<file path="config.mk">
export PLATFORM = sky130hd
export DESIGN_NAME = ictf_ctrl
export DESIGN_NICKNAME = d
export VERILOG_FILES = /design/src/rtl/ictf_pkg.sv /design/src/rtl/ictf_ctrl.sv
export SDC_FILE = /design/constraint.sdc
export NUM_CORES = 1
export LEC_CHECK = 0
export ABC_CLOCK_PERIOD_IN_PS = 1750
export BUFFER_PORTS_ARGS = -buffer_cell sky130_fd_sc_hd__buf_2
export CAP_MARGIN = 5
export CORE_MARGIN = 3
export CORE_UTILIZATION = 45
export CTS_CLUSTER_SIZE = 40
export DETAILED_ROUTE_END_ITERATION = 12
export PLACE_DENSITY = 0.71
export SLEW_MARGIN = 20
export SYNTH_ARGS = -nofsm -noshare
export SYNTH_HDL_FRONTEND = slang
export SYNTH_SLANG_ARGS = --single-unit
</file>
<file path="constraint.sdc">
create_clock -name clk -period 1.75 [get_ports clk]
set_clock_uncertainty 0.1 [all_clocks]
set_input_delay 0.525 -clock clk [delete_from_list [all_inputs] [get_ports clk]]
set_output_delay 0.525 -clock clk [all_outputs]
set_load 0.01 [all_outputs]
</file>
<file path="src/rtl/ictf_pkg.sv">
`default_nettype none
package ictf_pkg;

    localparam int unsigned CORDIC_STEPS_DEF = 16;
    localparam int unsigned ANGLE_WIDTH_DEF  = 16;

    localparam int unsigned ATAN_LEN   = 24;
    localparam int unsigned ITER_W     = 5;
    localparam int unsigned SQRT_STEPS = 24;
    localparam int unsigned SQ_W       = 48;
    localparam int unsigned XY_W       = 36;
    localparam int unsigned Z_W        = 33;
    localparam int unsigned MUL_A_W    = 36;
    localparam int unsigned MUL_B_W    = 18;
    localparam int unsigned PROD_W     = 54;

    localparam logic [15:0]          BLEND_RESET = 16'd61604;
    localparam logic signed [Z_W-1:0] HALF_PI_Q29 = 33'sd843314856;

    typedef enum logic [1:0] {
        MUL_NONE,
        MUL_GYRO,
        MUL_ALPHA,
        MUL_BETA
    } mul_op_t;

    typedef struct packed {
        logic              load;
        logic              load_sq;
        logic              sqrt_step;
        logic              cordic_init;
        logic              cordic_sel;
        logic              cordic_step;
        logic [ITER_W-1:0] iter;
        mul_op_t           mul_op;
        logic              axis;
        logic              round_en;
        logic              commit;
    } ictf_cmd_t;

    // atan(2^-i), Q3.29
    function automatic logic signed [Z_W-1:0] atan_q29(input logic [ITER_W-1:0] i);
        logic signed [Z_W-1:0] v;
        begin
            case (i)
                5'd0:    v = 33'sd421657428;
                5'd1:    v = 33'sd248918915;
                5'd2:    v = 33'sd131521918;
                5'd3:    v = 33'sd66762579;
                5'd4:    v = 33'sd33510843;
                5'd5:    v = 33'sd16771758;
                5'd6:    v = 33'sd8387925;
                5'd7:    v = 33'sd4194219;
                5'd8:    v = 33'sd2097141;
                5'd9:    v = 33'sd1048575;
                5'd10:   v = 33'sd524288;
                5'd11:   v = 33'sd262144;
                5'd12:   v = 33'sd131072;
                5'd13:   v = 33'sd65536;
                5'd14:   v = 33'sd32768;
                5'd15:   v = 33'sd16384;
                5'd16:   v = 33'sd8192;
                5'd17:   v = 33'sd4096;
                5'd18:   v = 33'sd2048;
                5'd19:   v = 33'sd1024;
                5'd20:   v = 33'sd512;
                5'd21:   v = 33'sd256;
                5'd22:   v = 33'sd128;
                5'd23:   v = 33'sd64;
                default: v = '0;
            endcase
            return v;
        end
    endfunction

endpackage
`default_nettype wire

</file>
<file path="src/rtl/ictf_ctrl.sv">
`default_nettype none
module ictf_ctrl #(
    parameter int unsigned CORDIC_STEPS = ictf_pkg::CORDIC_STEPS_DEF
) (
    input  wire                  clk,
    input  wire                  rst_n,
    input  wire logic            in_valid,
    output logic                 in_ready,
    output logic                 out_valid,
    input  wire logic            out_ready,
    output ictf_pkg::ictf_cmd_t  cmd
);
    localparam int unsigned N_ROT = (CORDIC_STEPS > ictf_pkg::ATAN_LEN) ?
                                    ictf_pkg::ATAN_LEN : CORDIC_STEPS;
    localparam logic [ictf_pkg::ITER_W-1:0] ROT_LAST  = ictf_pkg::ITER_W'(N_ROT - 1);
    localparam logic [ictf_pkg::ITER_W-1:0] SQRT_LAST =
        ictf_pkg::ITER_W'(ictf_pkg::SQRT_STEPS - 1);

    typedef enum logic [4:0] {
        IDLE, SQ_INIT, SQRT, CI_R, CR_R, CI_P, CR_P,
        R_GYRO, R_ALPHA, R_BETA, R_ROUND,
        P_GYRO, P_ALPHA, P_BETA, P_ROUND, COMMIT
    } state_t;

    state_t                        state_reg, state_next;
    logic [ictf_pkg::ITER_W-1:0]   iter_reg, iter_next;
    logic                          out_valid_reg, out_valid_next;
    logic                          accept, can_commit;

    assign in_ready   = (state_reg == IDLE);
    assign accept     = in_valid && in_ready;
    assign out_valid  = out_valid_reg;
    assign can_commit = !out_valid_reg || out_ready;

    always_comb
    begin
        cmd             = '0;
        cmd.mul_op      = ictf_pkg::MUL_NONE;
        cmd.iter        = iter_reg;
        cmd.load        = accept;
        state_next      = state_reg;
        iter_next       = iter_reg;
        out_valid_next  = out_valid_reg && !out_ready;
        case (state_reg)
            IDLE:
            begin
                if (accept)
                    state_next = SQ_INIT;
            end
            SQ_INIT:
            begin
                cmd.load_sq = 1'b1;
                iter_next   = '0;
                state_next  = SQRT;
            end
            SQRT:
            begin
                cmd.sqrt_step = 1'b1;
                iter_next     = iter_reg + 1'b1;
                if (iter_reg == SQRT_LAST)
                    state_next = CI_R;
            end
            CI_R:
            begin
                cmd.cordic_init = 1'b1;
                iter_next       = '0;
                state_next      = CR_R;
            end
            CR_R:
            begin
                cmd.cordic_step = 1'b1;
                iter_next       = iter_reg + 1'b1;
                if (iter_reg == ROT_LAST)
                    state_next = CI_P;
            end
            CI_P:
            begin
                cmd.cordic_init = 1'b1;
                cmd.cordic_sel  = 1'b1;
                iter_next       = '0;
                state_next      = CR_P;
            end
            CR_P:
            begin
                cmd.cordic_step = 1'b1;
                iter_next       = iter_reg + 1'b1;
                if (iter_reg == ROT_LAST)
                    state_next = R_GYRO;
            end
            R_GYRO:
            begin
                cmd.mul_op = ictf_pkg::MUL_GYRO;
                state_next = R_ALPHA;
            end
            R_ALPHA:
            begin
                cmd.mul_op = ictf_pkg::MUL_ALPHA;
                state_next = R_BETA;
            end
            R_BETA:
            begin
                cmd.mul_op = ictf_pkg::MUL_BETA;
                state_next = R_ROUND;
            end
            R_ROUND:
            begin
                cmd.round_en = 1'b1;
                state_next   = P_GYRO;
            end
            P_GYRO:
            begin
                cmd.axis   = 1'b1;
                cmd.mul_op = ictf_pkg::MUL_GYRO;
                state_next = P_ALPHA;
            end
            P_ALPHA:
            begin
                cmd.axis   = 1'b1;
                cmd.mul_op = ictf_pkg::MUL_ALPHA;
                state_next = P_BETA;
            end
            P_BETA:
            begin
                cmd.axis   = 1'b1;
                cmd.mul_op = ictf_pkg::MUL_BETA;
                state_next = P_ROUND;
            end
            P_ROUND:
            begin
                cmd.axis     = 1'b1;
                cmd.round_en = 1'b1;
                state_next   = COMMIT;
            end
            COMMIT:
            begin
                if (can_commit)
                begin
                    cmd.commit     = 1'b1;
                    out_valid_next = 1'b1;
                    state_next     = IDLE;
                end
            end
            default:
            begin
                state_next = IDLE;
            end
        endcase
    end

    always_ff @(posedge clk or negedge rst_n)
    begin
        if (!rst_n)
        begin
            state_reg     <= IDLE;
            iter_reg      <= '0;
            out_valid_reg <= 1'b0;
        end
        else
        begin
            state_reg     <= state_next;
            iter_reg      <= iter_next;
            out_valid_reg <= out_valid_next;
        end
    end

    a_no_overwrite: assert property (@(posedge clk) disable iff (!rst_n)
        cmd.commit |-> (!out_valid_reg || out_ready))
        else $error("result overwritten while pending");

    a_commit_valid: assert property (@(posedge clk) disable iff (!rst_n)
        cmd.commit |=> out_valid_reg)
        else $error("commit did not raise out_valid");

    a_accept_start: assert property (@(posedge clk) disable iff (!rst_n)
        accept |=> (state_reg == SQ_INIT))
        else $error("accepted word did not start processing");

    a_rot_index: assert property (@(posedge clk) disable iff (!rst_n)
        cmd.cordic_step |-> (iter_reg <= ROT_LAST))
        else $error("rotation index out of range");

endmodule
`default_nettype wire
</file>
---- Yosys cells after proc, flatten, opt, wreduce, memory -nomap -nowiden ----
Cells that the tools add are included.
storage, ports and cells
  bits in registers ....................... 11
  input port bits ......................... 4
  output and inout port bits .............. 18
operators by class
  add/subtract/negate cells ............... 1
  eq/ne operators ......................... 22
  mux-type cells .......................... 19
  reduce and logical (&&, ||, !) cells .... 17
operators with widths
  kind                   count
  $pmux W5 S16           1
  $eq A5 B4 Y1 const B   9
  $mux W5                5
  $eq A5 B3 Y1 const B   4
  $reduce_or A2 Y1       6
  $mux W1                11
  $eq A5 B2 Y1 const B   2
  $pmux W5 S2            1
  $ne A2 B2 Y1 const B   4
  $pmux W2 S3            1
  $reduce_or A3 Y1       2
  $add A5 B1 Y5 const B  1
  $eq A5 B1 Y1 const B   1
  $eq A5 B5 Y1 const B   1
  $logic_not A5 Y1       1
  $reduce_and A5 Y1      1
  $reduce_or A4 Y1       1
  $logic_and A1 B1 Y1    2
  $logic_not A1 Y1       2
  $ne A2 B1 Y1 const B   1
  $reduce_bool A2 Y1     1
  $logic_or A1 B1 Y1     1

---- Logic depth before layout (Yosys ltp) ----
Gate-level depths: netlist of run 1.
  depth in word-level cells ............... 4
  depth in mapped cells ................... 6
  gate-level depth less buffers ........... 6

---- Worst setup path after synthesis of run 1 ----
OpenSTA, ideal clock, no wires.
  path type ............................... reg-to-output
  from .................................... reg state_reg[0]
  to ...................................... out cmd[15] (netlist bit)
  arrival time ............................ 1.233 ns
  data required time ...................... 1.125 ns
  setup slack ............................. -0.108 ns
  stages on the path, launching flop included .. 5
  cells stage by stage .................... dfrtp_1 buf_4 nor4_2 and2_1 buf_4
between the ends
  longest elaborated chain between the ends .. 2
ends and longest elaborated chain
  what                    RTL line          RTL
  start, declared         ictf_ctrl.sv:25   state_t state_reg, state_next;
  start signal, assigned  ictf_ctrl.sv:160  state_reg <= state_next;
  $logic_not A5 Y1        ictf_ctrl.sv:30   assign in_ready = (state_reg == IDLE);
  named net in_ready      ictf_ctrl.sv:8    output logic in_ready,
  $logic_and A1 B1 Y1     ictf_ctrl.sv:31   assign accept = in_valid && in_ready;
  end, declared           ictf_ctrl.sv:11   output ictf_pkg::ictf_cmd_t cmd
The timed path passes the listed nets, and every way through them passes these cells.

==> run metrics, run 1 <==
outcome complete, but fails checks; failing checks hold timing, setup timing; Final WS setup -0.2357 ns; Worst Max-Slew Pin Slew ~0.32 ns; Detail Route Antenna Nets 0; CP Capture Type primary output; setup TNS -1.868 ns; drt total wl ~2.3 mm; CORE AREA approximately 1600 um2; Slew Limit Headroom 0.7841; All-Layer GR Usage 0.2287; worst path arrival time ~1.4 ns; most common cell after layout, fill and taps aside buf_4; Worst setup SP type register; synth-to-layout area growth 54.59%; total CTS buffers 3; Initial Util 0.4984; Ports 22; max reg flops 5; final setup fails 12; RSZ-0062 raised after global routing true; crit path cell chain buf_4 -> buf_4 -> nor3_1 -> buf_2; switching part of the total power 0.4306; die span in x roughly 48 um; Post-Syn Nets 95; crit path kind register to primary output; clock sinks 10; CP Data Required Time approximately 1.1 ns; Vias/cell 5.717; M1 GR Usage 0.2860; Remaining DRCs 0; height of the die approximately 48 um; Tmin final just under 2 ns; Reg clk slew, reported paths about 0.070 ns; CTS Root Cell clkbuf_4; GRT met3 Usage 0.05639; maximum VDD drop 0.9970 mV; post-synthesis instance area between 700 and 800 um2; crit path max-delay cell type dfrtp_2; CP most frequent cell buf_4; CP peak stage delay 0.44 ns; logic gate share of total power 0.697; PwrDens ~1900 nW/um2; net switching power about 0.00096 W; Tcrit/Tclk final 1.135; Gate Count Post-Synth 89; Pre-antenna DRT Iters 4; largest net degree at the start of global routing 12; Remaining Overflow, GRT 0; DR vias 869; Final Non-Filler Cells 152; Hold Path Class input port to async pin; vias in the first global route 845; M2 GR Usage 0.3422; Max Cap Viol 0; Port Buffers 21; DR WL/cell approximately 15 um; fmax 503.6 MHz; WHS -0.001980 ns; 1st-iter DRT viols 26; Final nets between 100 and 150; Fin. Hold Viols 3; leakage power between 0.6 and 0.7 nW; Reg power frac 0.205; htree depth 1; post-synthesis register bit count 10; full die area roughly 2300 um2; clock share of power 0.097; Cells after DPL roughly 140; Longest Clk Path Bufs 2; Placed Area 997.2 um2; fin area about 1200 um2; maximum fanout along the worst path 4; global-route layer with the greatest usage met2; max-slew violations 0; fill cell count about 100; number of synthesis warnings 0; worst skew pair latency between 0.2 and 0.3 ns; global-route wire length before repair 3.643 mm; post-synthesis cell type count 33; Syn Area/Cell 8.730 um2; ratio of cells with drive above 1 in the final layout 0.5147; Seq/Total Area, Yosys 0.3221; most frequent cells in the layout buf_4, buf_2, nand2_1; row cnt 14; Placer Congestion approximately 0.82; CTS tree done; diode count 0; HPWL after DPL around 1.6 mm; reg2reg setup slack 0.11 ns; Internal approximately 0.0013 W; antenna violations before repair 0
stage by stage:
| stage | setup WS [ns] | hold WS (ns) | power [W] | util |
|---|---|---|---|---|
| after global placement | 0.04451 | 0.3018 | 0.001632 | 0.6396 |
| after floorplan | 0.01312 | 0.1294 | 0.001200 | - |
| after detailed placement | -0.005679 | 0.3044 | 0.001672 | 0.6396 |
| after global routing | -0.2711 | 0.01342 | 0.002381 | 0.7705 |
| after CTS | -0.2100 | 0.009285 | 0.002034 | 0.7095 |
| final | -0.2357 | -0.001980 | 0.002233 | 0.7705 |
kinds of logic after synthesis:
family | after synthesis | synth area share
buf+inv | 12 | 0.09178
xor+xnor | 3 | 0.03382
mux | 1 | 0.01288
compound gates | 23 | 0.2222
simple gates | 38 | 0.2850
flops | 10 | 0.3221
fa+ha+maj | 2 | 0.03220
worst paths after layout:
| kind | from | end | depth (start not counted) |
|---|---|---|---|
| max in group asynchronous | rst_n | state_reg[0]$_DFFE_PN0P_ | 1 |
| max | state_reg[1]$_DFFE_PN0P_ | cmd[14] | 4 |
| min | rst_n | iter_reg[2]$_DFFE_PN0P_ | 1 |
| min reg2reg | out_valid$_DFF_PN0_ | out_valid$_DFF_PN0_ | 2 |
| max reg2reg | iter_reg[0]$_DFFE_PN0P_ | iter_reg[4]$_DFFE_PN0P_ | 6 |
| min in group clk | out_ready | state_reg[2]$_DFFE_PN0P_ | 4 |
synthesized netlist by cell type (all sizes together):
library cell | instances | area (um2)
ha | 2 | 25.02
nor2 | 5 | 18.77
and2 | 3 | 18.77
mux2i | 1 | 10.01
nor3b | 2 | 15.01
buf | 8 | 56.30
o21ai | 2 | 10.00
and4b | 1 | 10.01
nand2 | 9 | 33.78
nor2b | 6 | 37.54
o221ai | 4 | 35.03
nor4b | 1 | 15.01
and3 | 3 | 18.77
a21oi | 3 | 15.01
xnor2 | 3 | 26.28
a22oi | 3 | 22.52
nor4 | 1 | 12.51
a31oi | 2 | 12.51
o21a | 1 | 7.510
nand4b | 1 | 8.760
nand3 | 1 | 5.000
nand2b | 2 | 12.51
o2111ai | 1 | 8.760
nor3 | 3 | 15.01
a32oi | 4 | 35.03
a222oi | 1 | 10.01
o2bb2ai | 1 | 8.760
o21bai | 1 | 7.510
dfrtp | 10 | 250.2
inv | 4 | 15.01
power by group through the flow:
stage / clock (W) / sequential, W / combinational [W]
final: 0.000217 / 0.000458 / 0.00156
after global routing: 0.000226 / 0.000467 / 0.00169
after CTS: 0.000217 / 0.000458 / 0.00136
after detailed placement: 0 / 0.000478 / 0.00119
after global placement: 0 / 0.000470 / 0.00116
after floorplan: 0 / 0.000456 / 0.000744
repair_timing:
item,4_1_cts,5_1_grt
setup endpoints to repair,12,13
hold buffers,0,0
resized for setup,8,14
cloned,0,0
buffers inserted,6,5
pin swaps,3,2
final cells by class:
type | count | area, um2 | share of cell area
inverters | 4 | 15.01 | 0.01250
multi-input cells | 67 | 523.0 | 0.4354
flip-flops and latches | 10 | 255.2 | 0.2125
repair buffers | 51 | 351.6 | 0.2927
clock buffers | 4 | 36.28 | 0.03021
well taps | 16 | 20.02 | 0.01667
metal layers:
layer	part of all wire	wire length, um	vias up
met5	0	0	-
met4	0.013	31	0
met3	0.049	115	4
met2	0.50	1171	26
met1	0.43	1011	416
li1	-	-	423
worst max-delay path, delay by kind of cell (launching register included):
kind / cells / cell delay [ns]
buffers and inverters: 3 / 0.45
DFF: 1 / 0.44
and+or+nand+nor: 1 / 0.19
Power figures use the tool's default switching activity.
==> inputs of run 2 (changes only) <==
--- a/config.mk
+++ b/config.mk
@@ -5,7 +5,7 @@
 export SDC_FILE = /design/constraint.sdc
 export NUM_CORES = 1
 export LEC_CHECK = 0
-export ABC_CLOCK_PERIOD_IN_PS = 1750
+export ABC_CLOCK_PERIOD_IN_PS = 1790
 export BUFFER_PORTS_ARGS = -buffer_cell sky130_fd_sc_hd__buf_2
 export CAP_MARGIN = 5
 export CORE_MARGIN = 3
==> constraint.sdc (replaced) <==
create_clock -name clk -period 1.79 [get_ports clk]
set_clock_uncertainty 0.1 [all_clocks]
set_input_delay 0.537 -clock clk [delete_from_list [all_inputs] [get_ports clk]]
set_output_delay 0.537 -clock clk [all_outputs]
set_load 0.01 [all_outputs]
==> run 2 against run 1 <==
Effect of this change:
- the flow finishes with violations (setup timing)
- sequential share of layout area decreased by 0.68 points
- critical path depth unchanged
- utilization increased by 2.2 points
- largest cell class unchanged
- cell area increased by 2.8%
- register-to-register slack about the same
- cell count unchanged
- clock power decreased by 5%
- total power increased by 1.3%
- global-route usage decreased by 1.0 points
- flip-flop and latch count unchanged
- count of clock-buffer cells in the layout unchanged
- die area unchanged
==> run metrics, run 2 (same netlist as run 1, synthesis figures left out) <==
outcome complete, but fails checks; failing checks setup timing; sequential standard cell area 254.0 um2 (-0.49%); Hold Path Class input port to async pin; antenna violations before repair 0 (unchanged); final setup fails 12 (unchanged); multi-input logic area 539.3 um2 (+3.1%); Final Util 0.7921 (+0.02167); CTS tree done; Final nets 143 (unchanged); leakage power 0.6027 nW (-0.37%); max-slew violations 0 (unchanged); Longest Clk Path Bufs 2 (unchanged); CP peak stage delay 0.47 ns (+0.03 ns); Placer Congestion 0.8587 (+4.9%); delay-heaviest family, CP flip-flops; maximum VDD drop 1.155 mV (+16%); Tmin final around 2 ns; vias in the first global route 759 (-10%); Fin. Hold Viols 0 (-3); clock sinks 10 (unchanged); largest net degree at the start of global routing 11 (-1); Worst setup SP type register; CTS Root Cell clkbuf_4; diode count 0 (unchanged); CP Data Required Time 1.15 ns (+0.03 ns); RSZ-0062 raised after global routing true; PwrDens 1832 nW/um2 (-1.4%); maximum fanout along the worst path 6 (+2); Slew Limit Headroom 0.8013 (+0.01720); total CTS buffers 3 (unchanged); Final WS setup -0.1807 ns (+0.05496 ns); Initial Util 0.4984 (unchanged); CP most frequent cell buf_2; hold-fix buffer count after cts 0 (unchanged); crit path max-delay cell type dfrtp_2; height of the die 47.56 um (unchanged); global-route wire length before repair 3.463 mm (-4.9%); Vias/cell 6.059 (+6.0%); most frequent cells in the layout buf_4, buf_2, buf_6; Max Cap Viol 0 (unchanged); crit path cell chain buf_2 -> inv_2 -> nor3b_1 -> buf_2; DR WL/cell 16.46 um (+7.4%); max reg flops 5 (unchanged); synth-to-layout area growth 58.94%; full die area 2261 um2 (unchanged); Ports 22 (unchanged); reg2reg setup slack 0.11 ns (about the same); htree depth 1 (unchanged); All-Layer GR Usage 0.2186 (-0.01014); crit path kind register to primary output; Remaining Overflow, GRT 0 (unchanged); worst skew pair latency 0.27 ns (about the same); 1st-iter DRT viols 39 (+50%); crit path buf inv count 3 (unchanged); DR vias 921 (+6.0%); setup TNS -1.564 ns (+0.3047 ns); fmax approximately 500 MHz; row cnt 14 (unchanged); worst slack, placed 0.04347 ns (+0.04915 ns); Port Buffers 21 (unchanged); die span in x 47.56 um (unchanged); Tcrit/Tclk final 1.101; Worst Max-Slew Pin Slew 0.2969 ns (-0.02571 ns); Remaining DRCs 0 (unchanged); Reg clk slew, reported paths 0.07 ns (about the same); HPWL after DPL 1.584 mm (+0.52%); fill cell count 98 (-3.0%); drt total wl 2.502 mm (+7.4%); CP Capture Type primary output; worst path arrival time 1.33 ns (-0.03 ns); Pre-antenna DRT Iters 4 (unchanged); Detail Route Antenna Nets 0 (unchanged); CORE AREA 1559 um2 (unchanged); most common cell after layout, fill and taps aside buf_4; ratio of cells with drive above 1 in the final layout 0.5294 (+0.01471); total power 0.002262 W (+1.3%)
[run 2: path summary, 6_finish.rpt]
check,startpoint,to,cells after the start
setup / recovery,state_reg[1]$_DFFE_PN0P_,cmd[1],4
hold / removal,rst_n,state_reg[0]$_DFFE_PN0P_,1
setup reg to reg,iter_reg[0]$_DFFE_PN0P_,iter_reg[4]$_DFFE_PN0P_,6
hold reg to reg,iter_reg[4]$_DFFE_PN0P_,iter_reg[4]$_DFFE_PN0P_,2
max in group asynchronous,rst_n,state_reg[1]$_DFFE_PN0P_,1
min in group clk,out_ready,state_reg[2]$_DFFE_PN0P_,4
[run 2: final cells by class]
| type | instances | share of cell area |
|---|---|---|
| Tap cell | 16 | 0.01621 |
| Clock buffer | 4 | 0.02938 |
| Sequential cell | 10 | 0.2057 |
| Inverter | 4 | 0.01216 |
| Multi-Input combinational cell | 67 | 0.4367 |
| Timing Repair Buffer | 51 | 0.2999 |
[run 2: power breakdown]
| group | internal, W | switching [W] | leakage, nW |
|---|---|---|---|
| clock network | 0.000124 | 0.0000828 | 0.0210 |
| registers | 0.000320 | 0.000136 | 0.124 |
| logic | 0.000843 | 0.000756 | 0.457 |
[run 2: metal layers]
| metal | GRT usage | routed length [um] |
|---|---|---|
| met1 | 0.2922 | 1042 |
| met2 | 0.3636 | 1262 |
| met3 | 0.02256 | 162 |
| met4 | 0.08065 | 36 |
| met5 | 0 | 0 |
[run 2: repair_timing]
item,4_1_cts,5_1_grt
gates resized for setup,15,16
setup buffers,7,6
endpoints found under the setup margin,11,12
pin swaps,6,6
[run 2: through the flow]
stage	cell area (um2)	instances	hold slack, ns
after detailed placement	982.2	135	0.3152
after global routing	1235	152	0.02645
after CTS	1116	146	0.02688
after floorplan	785.8	89	0.1414
final	1235	152	0.02037
after global placement	982.2	135	0.3108
==> inputs of run 3 (changes only) <==
--- a/config.mk
+++ b/config.mk
@@ -12,6 +12,7 @@
 export CORE_UTILIZATION = 45
 export CTS_CLUSTER_SIZE = 40
 export DETAILED_ROUTE_END_ITERATION = 12
+export HOLD_SLACK_MARGIN = 0.03
 export PLACE_DENSITY = 0.71
 export SLEW_MARGIN = 20
 export SYNTH_ARGS = -nofsm -noshare
==> run 3 against run 2 <==
Effect of this change:
- the run still ends with setup timing left
- total power about the same
- fmax up 0.23%
- combinational power is essentially flat
- wire length rose by 0.64%
- setup slack better by 0.0045 ns
- clock power about the same
- sequential power hardly changed
- die area unchanged
- critical path type unchanged
- critical endpoint is now cmd[3]
- largest cell class unchanged
==> run metrics, run 3 (same netlist as run 1, synthesis figures left out) <==
CP Data Required Time 1.15 ns (about the same); DR vias 938 (+1.8%); reg2reg setup slack 0.11 ns (about the same); most common cell after layout, fill and taps aside buf_4; Final nets 144 (+0.70%); Pre-antenna DRT Iters 4 (unchanged); Initial Util 0.4984 (unchanged); die span in x 47.56 um (unchanged); leakage power 0.6069 nW (+0.69%); Slew Limit Headroom 0.8003 (-0.001042); Port Buffers 21 (unchanged); Detail Route Antenna Nets 0 (unchanged); final setup fails 12 (unchanged); Placer Congestion 0.8587 (unchanged); max-slew violations 0 (unchanged); Fin. Hold Viols 0 (unchanged); Worst setup SP type register; Worst Max-Slew Pin Slew 0.2985 ns (+0.001557 ns); RSZ-0062 raised after global routing true; Remaining Overflow, GRT 0 (unchanged); Reg clk slew, reported paths 0.07 ns (about the same); CORE AREA 1559 um2 (unchanged); Cells after DPL 135 (unchanged); fmax 508.6 MHz (+0.23%); ratio of cells with drive above 1 in the final layout 0.5255 (-0.003864); synth-to-layout area growth 60.22%; Longest Clk Path Bufs 2 (unchanged); CTS tree done; htree depth 1 (unchanged); outcome complete, but fails checks; row cnt 14 (unchanged); Max Cap Viol 0 (unchanged); Final Non-Filler Cells 153 (+0.66%); global-route wire length before repair 3.463 mm (unchanged); antenna violations before repair 0 (unchanged); clock sinks 10 (unchanged); Remaining DRCs 0 (unchanged); Hold Path Class input port to register; maximum VDD drop 1.156 mV (+0.12%); max reg flops 5 (unchanged); 1st-iter DRT viols 44 (+13%); worst path arrival time 1.33 ns (about the same); Final Util 0.7986 (+0.006420); height of the die 47.56 um (unchanged); total CTS buffers 3 (unchanged); crit path kind register to primary output; failing checks setup timing; maximum fanout along the worst path 6 (unchanged); worst skew pair latency 0.27 ns (about the same); most frequent cells in the layout buf_4, buf_2, buf_6; full die area 2261 um2 (unchanged); PwrDens 1816 nW/um2 (-0.87%); Tcrit/Tclk final 1.098 (-0.002498); All-Layer GR Usage 0.2186 (unchanged); Tmin final 1.966 ns (-0.004471 ns); DR WL/cell 16.46 um (about the same); largest net degree at the start of global routing 11 (unchanged); vias in the first global route 759 (unchanged); diode count 0 (unchanged); Vias/cell 6.131 (+1.2%); CP Capture Type primary output; Ports 22 (unchanged); HPWL after DPL 1.584 mm (unchanged); CTS Root Cell clkbuf_4; drt total wl 2.518 mm (+0.64%); Final WS setup -0.1762 ns (+0.004471 ns)
## run 3: power breakdown
group          leakage, nW  internal (W)  switching [W]
combinational        0.461      0.000844       0.000754
clock               0.0210      0.000124      0.0000816
sequential           0.124      0.000320       0.000138
total                0.607       0.00129       0.000973
## run 3: cell type report
| class | instances | area [um2] |
|---|---|---|
| Timing Repair Buffer | 52 | 380.4 |
| Multi-Input combinational cell | 67 | 539.3 |
| Fill cell | 94 | 314.1 |
| Tap cell | 16 | 20.02 |
| Clock buffer | 4 | 36.28 |
| Inverter | 4 | 15.01 |
| Sequential cell | 10 | 254.0 |
## run 3: path summary, 6_finish.rpt
check,startpoint,end,cells after the start
worst min-delay path,out_ready,state_reg[2]$_DFFE_PN0P_,4
worst max-delay path,state_reg[2]$_DFFE_PN0P_,cmd[3],5
worst max register to register,iter_reg[0]$_DFFE_PN0P_,iter_reg[4]$_DFFE_PN0P_,6
max in group asynchronous,rst_n,state_reg[1]$_DFFE_PN0P_,2
min in group asynchronous,rst_n,state_reg[0]$_DFFE_PN0P_,2
worst min register to register,iter_reg[4]$_DFFE_PN0P_,iter_reg[4]$_DFFE_PN0P_,2
## run 3: timing repair
action                                 4_1_cts  5_1_grt
setup buffers                                7        6
setup endpoints to repair                   11       12
resized for setup                           15       16
pin swaps                                    6        6
hold buffers                                 1        0
endpoints found under the hold margin        6        0
## run 3: per-stage QoR
| step | total power, W | hold slack [ns] | area, um2 | setup TNS (ns) | worst slack, ns |
|---|---|---|---|---|---|
| 2_1_floorplan | 0.001173 | 0.1414 | 785.8 | 0 | 0.04112 |
| 3_3_place_gp | 0.001573 | 0.3108 | 982.2 | 0 | 0.05303 |
| 3_5_place_dp | 0.001600 | 0.3152 | 982.2 | 0 | 0.04347 |
| 4_1_cts | 0.001991 | 0.4505 | 1126 | -1.361 | -0.1671 |
| 5_1_grt | 0.002408 | 0.4807 | 1245 | -2.124 | -0.2334 |
| 6_report | 0.002261 | 0.4798 | 1245 | -1.558 | -0.1762 |
## run 3: per-layer routing
metal	vias up	global-route usage	routed length [um]
met3	8	0.02256	178
met1	449	0.2922	1011
met2	53	0.3636	1271
met4	0	0.08065	56
met5	-	0	0
li1	428	-	-
## run 3: critical path: stages (launching register included)
cell	delay, ns
dfrtp_2	0.47
buf_6	0.14
nand2_2	0.05
xnor2_1	0.12
and2_1	0.14
buf_2	0.13
